File: config.mk
export PLATFORM = sky130hd
export DESIGN_NAME = bitmap_slot_allocator_top
export DESIGN_NICKNAME = d
export VERILOG_FILES = /design/src/bsa_pkg.sv /design/src/bsa_scan.sv /design/src/bsa_store.sv /design/src/bitmap_slot_allocator_top.sv
export SDC_FILE = /design/constraint.sdc
export NUM_CORES = 1
export LEC_CHECK = 0
export BUFFER_PORTS_ARGS = -buffer_cell sky130_fd_sc_hd__buf_2
export CORE_MARGIN = 2
export CORE_UTILIZATION = 35
export CTS_CLUSTER_SIZE = 12
export DETAILED_ROUTE_END_ITERATION = 8
export SKIP_LAST_GASP = 1
export SLEW_MARGIN = 0
export SYNTH_ARGS = -nofsm -noshare
export SYNTH_HDL_FRONTEND = slang
export SYNTH_HIERARCHICAL = 1
export SYNTH_SLANG_ARGS = --single-unit
File: constraint.sdc
create_clock -name i_clk -period 6.9 [get_ports i_clk]
set_input_delay 1.035 -clock i_clk [delete_from_list [all_inputs] [get_ports i_clk]]
set_output_delay 1.035 -clock i_clk [all_outputs]
set_load 0.03 [all_outputs]
File: src/bsa_pkg.sv
// Shared codes and field widths of the bitmap slot allocator.
`timescale 1ns / 1ps

package bsa_pkg;

    localparam int SLOT_FW  = 6;
    localparam int COUNT_FW = 7;

    localparam logic MODE_ALLOC = 1'b0;
    localparam logic MODE_FREE  = 1'b1;

    typedef enum logic [1:0] {
        ST_OK   = 2'd0,
        ST_FULL = 2'd1,
        ST_BAD  = 2'd2
    } t_status;

endpackage

File: src/bsa_scan.sv
// Shared word unit: find the lowest clear bit or test one bit, and build the updated word.
`timescale 1ns / 1ps

module bsa_scan #(
    parameter int WORD_BITS = 32,
    parameter int BW        = 5
) (
    input  logic                 i_mode,
    input  logic [WORD_BITS-1:0] i_word,
    input  logic [WORD_BITS-1:0] i_mask,
    input  logic [BW-1:0]        i_bit,
    output logic                 o_hit,
    output logic [BW-1:0]        o_bit,
    output logic [WORD_BITS-1:0] o_word
);

    logic [WORD_BITS-1:0] clear_bits;
    logic [WORD_BITS-1:0] onehot;
    logic [BW-1:0]        first;
    logic [BW-1:0]        sel;

    always_comb begin
        clear_bits = ~i_word & i_mask;
        first = '0;
        for (int i = WORD_BITS - 1; i >= 0; i--) begin
            if (clear_bits[i]) begin
                first = BW'(i);
            end
        end
        sel    = (i_mode == bsa_pkg::MODE_FREE) ? i_bit : first;
        onehot = {{(WORD_BITS-1){1'b0}}, 1'b1} << sel;
        if (i_mode == bsa_pkg::MODE_FREE) begin
            o_hit  = |(i_word & onehot);
            o_word = i_word & ~onehot;
        end else begin
            o_hit  = |clear_bits;
            o_word = i_word | onehot;
        end
        o_bit = sel;
    end

endmodule

File: src/bsa_store.sv
// Bitmap word memory with per-word valid bits and a registered read port.
`timescale 1ns / 1ps

module bsa_store #(
    parameter int WORD_BITS  = 32,
    parameter int WORD_COUNT = 2,
    parameter int AW         = 1
) (
    input  logic                 i_clk,
    input  logic                 i_rst_n,
    input  logic                 i_rd_en,
    input  logic [AW-1:0]        i_rd_addr,
    output logic [WORD_BITS-1:0] o_rd_data,
    input  logic                 i_wr_en,
    input  logic [AW-1:0]        i_wr_addr,
    input  logic [WORD_BITS-1:0] i_wr_data
);

    logic [WORD_BITS-1:0] r_mem [WORD_COUNT];
    logic [WORD_COUNT-1:0] r_vld;
    logic [WORD_BITS-1:0] r_rdata;
    logic                 r_rvld;

    always_ff @(posedge i_clk) begin
        if (i_wr_en) begin
            r_mem[i_wr_addr] <= i_wr_data;
        end
        if (i_rd_en) begin
            r_rdata <= r_mem[i_rd_addr];
        end
    end

    always_ff @(posedge i_clk) begin
        if (!i_rst_n) begin
            r_vld  <= '0;
            r_rvld <= 1'b0;
        end else begin
            if (i_wr_en) begin
                r_vld[i_wr_addr] <= 1'b1;
            end
            if (i_rd_en) begin
                r_rvld <= r_vld[i_rd_addr];
            end
        end
    end

    assign o_rd_data = r_rvld ? r_rdata : '0;

endmodule

File: src/bitmap_slot_allocator_top.sv
// Bitmap slot allocator: usage
//   Input channel (i_in_valid / o_in_stall) takes one word: i_mode selects allocate (0)
//   or free (1) of i_slot_to_free. The block stalls its input from acceptance until
//   the result is loaded into the output register.
//   Output channel (o_out_valid / i_out_stall) gives one word per input: the granted
//   or echoed slot, status (ok, no free slot, bad free), any_free, any_used, free count.
//   The bitmap memory is read one word per cycle, from word 0 at acceptance. An item
//   loads its result once the scan reaches the word that holds its slot; allocate with no
//   free slot loads after the last word, and an out-of-range free at word 0. The next word
//   is accepted the cycle after, so only one word is in progress at a time.
//   A stalled result holds in the output register; the block still accepts one new
//   word and finishes it, then waits in its last step until the register frees.
//   Reset (synchronous, active low) clears the per-word valid bits, so every slot
//   reads free at once, sets the free count to SLOT_COUNT and drops any held result.
`timescale 1ns / 1ps

module bitmap_slot_allocator_top #(
    parameter int SLOT_COUNT = 64,
    parameter int WORD_BITS  = 32
) (
    input  logic       i_clk,
    input  logic       i_rst_n,
    input  logic       i_in_valid,
    output logic       o_in_stall,
    input  logic       i_mode,
    input  logic [5:0] i_slot_to_free,
    output logic       o_out_valid,
    input  logic       i_out_stall,
    output logic [5:0] o_slot_index,
    output logic [1:0] o_status,
    output logic       o_any_free,
    output logic       o_any_used,
    output logic [6:0] o_free_count
);

    localparam int WORD_COUNT = (SLOT_COUNT + WORD_BITS - 1) / WORD_BITS;
    localparam int BW = $clog2(WORD_BITS);
    localparam int AW = (WORD_COUNT > 1) ? $clog2(WORD_COUNT) : 1;
    localparam int PW = (AW + BW > bsa_pkg::SLOT_FW) ? AW + BW : bsa_pkg::SLOT_FW;
    localparam int RW = PW + 1;
    localparam int FW = $clog2(SLOT_COUNT + 1);
    localparam int OW = (FW > bsa_pkg::COUNT_FW) ? FW : bsa_pkg::COUNT_FW;
    localparam int LAST_N = SLOT_COUNT - (WORD_COUNT - 1) * WORD_BITS;
    localparam logic [WORD_BITS-1:0] LAST_MASK =
        {WORD_BITS{1'b1}} >> (WORD_BITS - LAST_N);
    localparam logic [AW-1:0] LAST_ADDR = AW'(WORD_COUNT - 1);

    typedef enum logic [0:0] {
        S_IDLE,
        S_EVAL
    } t_state;

    t_state         r_state;
    logic           r_mode;
    logic [5:0]     r_req;
    logic           r_bad;
    logic [AW-1:0]  r_addr;
    logic [PW-1:0]  r_base;
    logic [FW-1:0]  r_count;
    logic           r_ovalid;
    logic [5:0]     r_oslot;
    logic [1:0]     r_ostatus;
    logic           r_ofree;
    logic           r_oused;
    logic [6:0]     r_ocount;

    logic                 in_acc;
    logic                 out_free;
    logic                 rd_en;
    logic [AW-1:0]        rd_addr;
    logic [WORD_BITS-1:0] rd_data;
    logic [WORD_BITS-1:0] mask;
    logic [RW-1:0]        diff;
    logic                 in_word;
    logic                 hit;
    logic [BW-1:0]        hit_bit;
    logic [WORD_BITS-1:0] new_word;
    logic                 done;
    logic                 advance;
    logic                 wr_ok;
    logic                 commit;
    logic [PW-1:0]        slot_sum;
    logic [5:0]           n_slot;
    logic [1:0]           n_status;
    logic [FW-1:0]        n_count;
    logic [OW-1:0]        count_ext;

    assign in_acc   = i_in_valid && !o_in_stall;
    assign out_free = !r_ovalid || !i_out_stall;
    assign mask     = (r_addr == LAST_ADDR) ? LAST_MASK : {WORD_BITS{1'b1}};
    assign diff     = RW'(r_req) - RW'(r_base);
    assign in_word  = diff < RW'(WORD_BITS);

    bsa_scan #(
        .WORD_BITS (WORD_BITS),
        .BW        (BW)
    ) u_scan (
        .i_mode (r_mode),
        .i_word (rd_data),
        .i_mask (mask),
        .i_bit  (diff[BW-1:0]),
        .o_hit  (hit),
        .o_bit  (hit_bit),
        .o_word (new_word)
    );

    always_comb begin
        done     = 1'b0;
        advance  = 1'b0;
        wr_ok    = 1'b0;
        n_slot   = r_req;
        n_status = bsa_pkg::ST_OK;
        n_count  = r_count;
        slot_sum = r_base + PW'(hit_bit);
        if (r_state == S_EVAL) begin
            if (r_mode == bsa_pkg::MODE_ALLOC) begin
                if (hit) begin
                    done    = 1'b1;
                    wr_ok   = 1'b1;
                    n_slot  = slot_sum[5:0];
                    n_count = r_count - FW'(1);
                end else if (r_addr == LAST_ADDR) begin
                    done     = 1'b1;
                    n_slot   = '0;
                    n_status = bsa_pkg::ST_FULL;
                end else begin
                    advance = 1'b1;
                end
            end else begin
                if (r_bad) begin
                    done     = 1'b1;
                    n_status = bsa_pkg::ST_BAD;
                end else if (!in_word) begin
                    advance = 1'b1;
                end else if (hit) begin
                    done    = 1'b1;
                    wr_ok   = 1'b1;
                    n_count = r_count + FW'(1);
                end else begin
                    done     = 1'b1;
                    n_status = bsa_pkg::ST_BAD;
                end
            end
        end
        commit    = done && out_free;
        count_ext = OW'(n_count);
        rd_en     = in_acc || advance;
        rd_addr   = in_acc ? '0 : r_addr + AW'(1);
    end

    bsa_store #(
        .WORD_BITS  (WORD_BITS),
        .WORD_COUNT (WORD_COUNT),
        .AW         (AW)
    ) u_store (
        .i_clk     (i_clk),
        .i_rst_n   (i_rst_n),
        .i_rd_en   (rd_en),
        .i_rd_addr (rd_addr),
        .o_rd_data (rd_data),
        .i_wr_en   (commit && wr_ok),
        .i_wr_addr (r_addr),
        .i_wr_data (new_word)
    );

    always_ff @(posedge i_clk) begin
        if (!i_rst_n) begin
            r_state  <= S_IDLE;
            r_count  <= FW'(SLOT_COUNT);
            r_ovalid <= 1'b0;
        end else begin
            case (r_state)
                S_IDLE: begin
                    if (in_acc) begin
                        r_state <= S_EVAL;
                        r_mode  <= i_mode;
                        r_req   <= i_slot_to_free;
                        r_bad   <= RW'(i_slot_to_free) >= RW'(SLOT_COUNT);
                        r_addr  <= '0;
                        r_base  <= '0;
                    end
                end
                S_EVAL: begin
                    if (advance) begin
                        r_addr <= rd_addr;
                        r_base <= r_base + PW'(WORD_BITS);
                    end else if (commit) begin
                        r_state <= S_IDLE;
                        r_count <= n_count;
                    end
                end
                default: begin
                    r_state <= S_IDLE;
                end
            endcase
            if (commit) begin
                r_ovalid  <= 1'b1;
                r_oslot   <= n_slot;
                r_ostatus <= n_status;
                r_ofree   <= n_count != '0;
                r_oused   <= n_count != FW'(SLOT_COUNT);
                r_ocount  <= count_ext[6:0];
            end else if (!i_out_stall) begin
                r_ovalid <= 1'b0;
            end
        end
    end

    assign o_in_stall   = (r_state != S_IDLE) || !i_rst_n;
    assign o_out_valid  = r_ovalid;
    assign o_slot_index = r_oslot;
    assign o_status     = r_ostatus;
    assign o_any_free   = r_ofree;
    assign o_any_used   = r_oused;
    assign o_free_count = r_ocount;

endmodule

==> out/metrics.cfg <==
[setup_path]
worst_setup_path_end_kind=flip-flop
rrSetupSlack_ns=1.16
r2r-start=u_store/r_rvld
critPathCapture=u_store/r_mem[1][3]
critPathSlowestCell=dfxtp_1
cp_max_fo=33
crit_path_start=u_store/r_rvld
critPathKind=flip-flop to flip-flop
cpPeakStageDelay_ns=0.86
cpMostUsedCell=and2_1
ff2ff_path_depth=18
cp.arrival_ns=5.80
start_kind=flip-flop
reg2reg_to=u_store/r_mem[1][3]
cp.required_ns=6.96
path_cells=and2_1 -> and2b_1 -> nor4b_4 -> o311ai_1 -> a31oi_1 -> o21a_1 -> inv_2 -> mux2i_1 -> nand2_1 -> o21ai_0 -> o2bb2ai_1 -> a31oi_1 -> buf_4 -> or3_1 -> and4_1 -> and2_1 -> and2_1 -> buf_4

[synthesis]
synth.yosys.seq_area_share_pct=55.8
synth-edff-count=122
syn_area_per_cell_sq_um=11.7
syn_inst=596
synth_area_sq_um=6990
yosys_warnings=6
synth_area_leaders=edfxtp_1 52%, mux2_4 6.2%, and2_1 3.6%
synthDominantCellAreaShare_pct=52.4
synth_top_flop_cell=edfxtp_1
synth_seq_cells=134
synthArstFlopShare_pct=0
synth_top_area_cell=edfxtp_1
synth_cell_types=73

[placement]
place_congestion=0.944
portBuffers=29
dpl_cell_area_sq_um=7530
hpwl_microns=11400

[run_status]
status=completed

[die]
die_h_microns=145
pin_count=30
core-area_sq_um=19500
rows=51
die_area_sq_um=21100
initial_core_util_pct=35.8
dieWidth_microns=145

[power]
p_switching_uw=550
power_leakage_nw=2.93
powerDensity_nw_per_um2=267
ir_drop_v=0.000110
intPower_mw=1.62
seqPwrFrac_pct=44.7
p_sw_share_pct=25.4
pwr-share-clk_pct=42.8
p_comb_share_pct=12.5

[detailed_routing]
drt_iter0_drc=403
wl_microns=16100
drc_errors=0
final_antenna_net_count=0
wl_per_cell_microns=17.0
dr_total_vias=4777
post_drt_via_cell_ratio=5.05
drt_first_pass_iters=5

[cells_and_area]
num_antenna_cells=0
final_util_pct=41.6
drive_gt1_share_pct=17.3
nFillCells=1843
finish.instance_area_sq_um=8130
syn2layout_area_growth_pct=16.2
final_nets=682

[sta]
finalCritPeriodShare_pct=83.2
final.min_clock_period_ns=5.74
setup_viol=0
tightest_slew_ns=0.945
final_hold_viol_count=0
clock.fmax_mhz=174
rsz0062_at_grt=false
drv_slew=0
timing.slew.headroom_pct=36.7
skew_ns=0.0125
fin_setup_tns_ns=0

[worst_hold_path]
hp-class=flip-flop to flip-flop

[clock_tree]
hold_buffers=0
cts_setup_buffers=0
cts_sinks=134
clk_pin_slew_ns=0.06
htree_levels=4
clk_latency_ns=0.42
cts-buffers-inserted=17
cts_buffer_depth=2
cts_resized=0
root_buffer=clkbuf_16
cts_tree=yes

[grt]
grt_max_degree=56
grt_pass1_wl_microns=25700
antenna_found_initial=1
overflow=0
grt_use_total_pct=15.7
grt_pass1_vias=4728

[job]
drv_cap=0

[worst min-delay path by stage]
stage | startpoint | end | slack, ns | cells past startpoint
after detailed placement | u_store/r_vld[1] | u_store/r_vld[1] | 0.46 | 1
final | u_store/r_vld[1] | u_store/r_vld[1] | 0.46 | 1
after floorplan | u_store/r_vld[0] | u_store/r_vld[0] | 0.44 | 1
after global placement | u_store/r_vld[1] | u_store/r_vld[1] | 0.45 | 1
after global routing | u_store/r_vld[0] | u_store/r_vld[0] | 0.49 | 1
after CTS | u_store/r_vld[1] | u_store/r_vld[1] | 0.47 | 1
[cell families (layout without fill, tap and decap cells)]
| family | after synthesis | after routing | share of synthesized area (%) |
|---|---|---|---|
| and+or+nand+nor | 237 | 237 | 18.6 |
| xor gates and xnor gates | 10 | 10 | 1.25 |
| AOI/OAI and AO/OA | 125 | 125 | 12.2 |
| other | 1 | 43 | 0.0536 |
| buffers and inverters | 44 | 87 | 3.36 |
| adders and majority gates | 3 | 3 | 0.537 |
| muxes | 42 | 42 | 8.14 |
| DFF | 134 | 134 | 55.8 |
[sequential cells by signal, indices dropped and copies added (netlist names)]
name             cells
o_any_free           1
o_any_used           1
o_free_count         7
o_out_valid          1
o_slot_index         6
o_status             2
r_addr               1
r_base               1
r_count              7
r_mode               1
r_req                6
r_state              1
u_store/r_mem       64
u_store/r_rdata     32
u_store/r_rvld       1
u_store/r_vld        2
[power by group through the flow]
stage	combinational (mW)	clock [mW]	sequential [mW]
after detailed placement	0.270	0	0.986
after floorplan	0.201	0	0.986
after CTS	0.271	0.948	0.970
after global placement	0.267	0	0.986
after global routing	0.297	0.982	0.975
final	0.270	0.927	0.969
[area by class of cell]
type                       instances  area (sq um)  area share, %
clock buffer                      18           429           5.28
clock inverter                    14           173           2.12
inverter                          19          71.3          0.877
multi-input combinational        460          3020           37.2
sequential                       134          3900           48.0
tap                              265           332           4.08
timing repair buffer              36           198           2.43
[cell usage in the layout (no fill, tap or decap), types with 5 or more instances in the layout]
master     netlist  routed
o21ai_0         38      38
o22ai_1          5       5
mux2_4          29      29
o31ai_1         13      13
nor2_1          18      17
nor2b_1         33      32
conb_1           1      43
a31oi_1          6       6
inv_1           17      17
edfxtp_1       122     122
and2_1          40      40
a21oi_1         14      14
buf_2            1      29
xnor2_1          6       6
or4_1            5       5
dfxtp_1         12      12
nand3_1         20      20
nor3_1           8       8
nand2b_1        17      17
a22o_1           9       9
nand4_1          5       5
nor4_1           5       5
nand2_1         64      64
mux2i_1         10      10
buf_4            4       7
clkbuf_16        0      17
o21ai_1          6       6
[Yosys cell counts (12+ instances only)]
cell and number:
inv_1 17, nand2_1 64, edfxtp_1 122, nand3_1 20
o31ai_1 13, dfxtp_1 12, o21ai_0 38, a21oi_1 14
nand2b_1 17, clkbuf_1 14, and2_1 40, mux2_4 29
nor2b_1 33, nor2_1 18
[through the flow]
| step | power (mW) | instances | setup WS (ns) | hold slack (ns) |
|---|---|---|---|---|
| after global placement | 1.25 | 914 | 1.21 | 0.454 |
| after global routing | 2.25 | 946 | 0.660 | 0.492 |
| after detailed placement | 1.26 | 914 | 1.17 | 0.455 |
| final | 2.17 | 946 | 1.16 | 0.463 |
| after floorplan | 1.19 | 638 | 1.45 | 0.440 |
| after CTS | 2.19 | 946 | 1.15 | 0.468 |
[critical path: cells and delay by family (launching register included)]
kind | cells | cell delay (ns)
multiplexers | 1 | 0.27
AO/OA/AOI/OAI | 6 | 1.24
buffers and inverters | 3 | 0.86
AND/OR/NAND/NOR | 8 | 2.10
flip-flops | 1 | 0.86
[layer usage]
layer	track usage, %	part of all wire (%)
met2	24.0	45
met4	6.27	1.8
met3	3.67	5.3
met1	21.6	47
met5	0	0.062
Note: power is estimated with default switching activity, not from simulation.
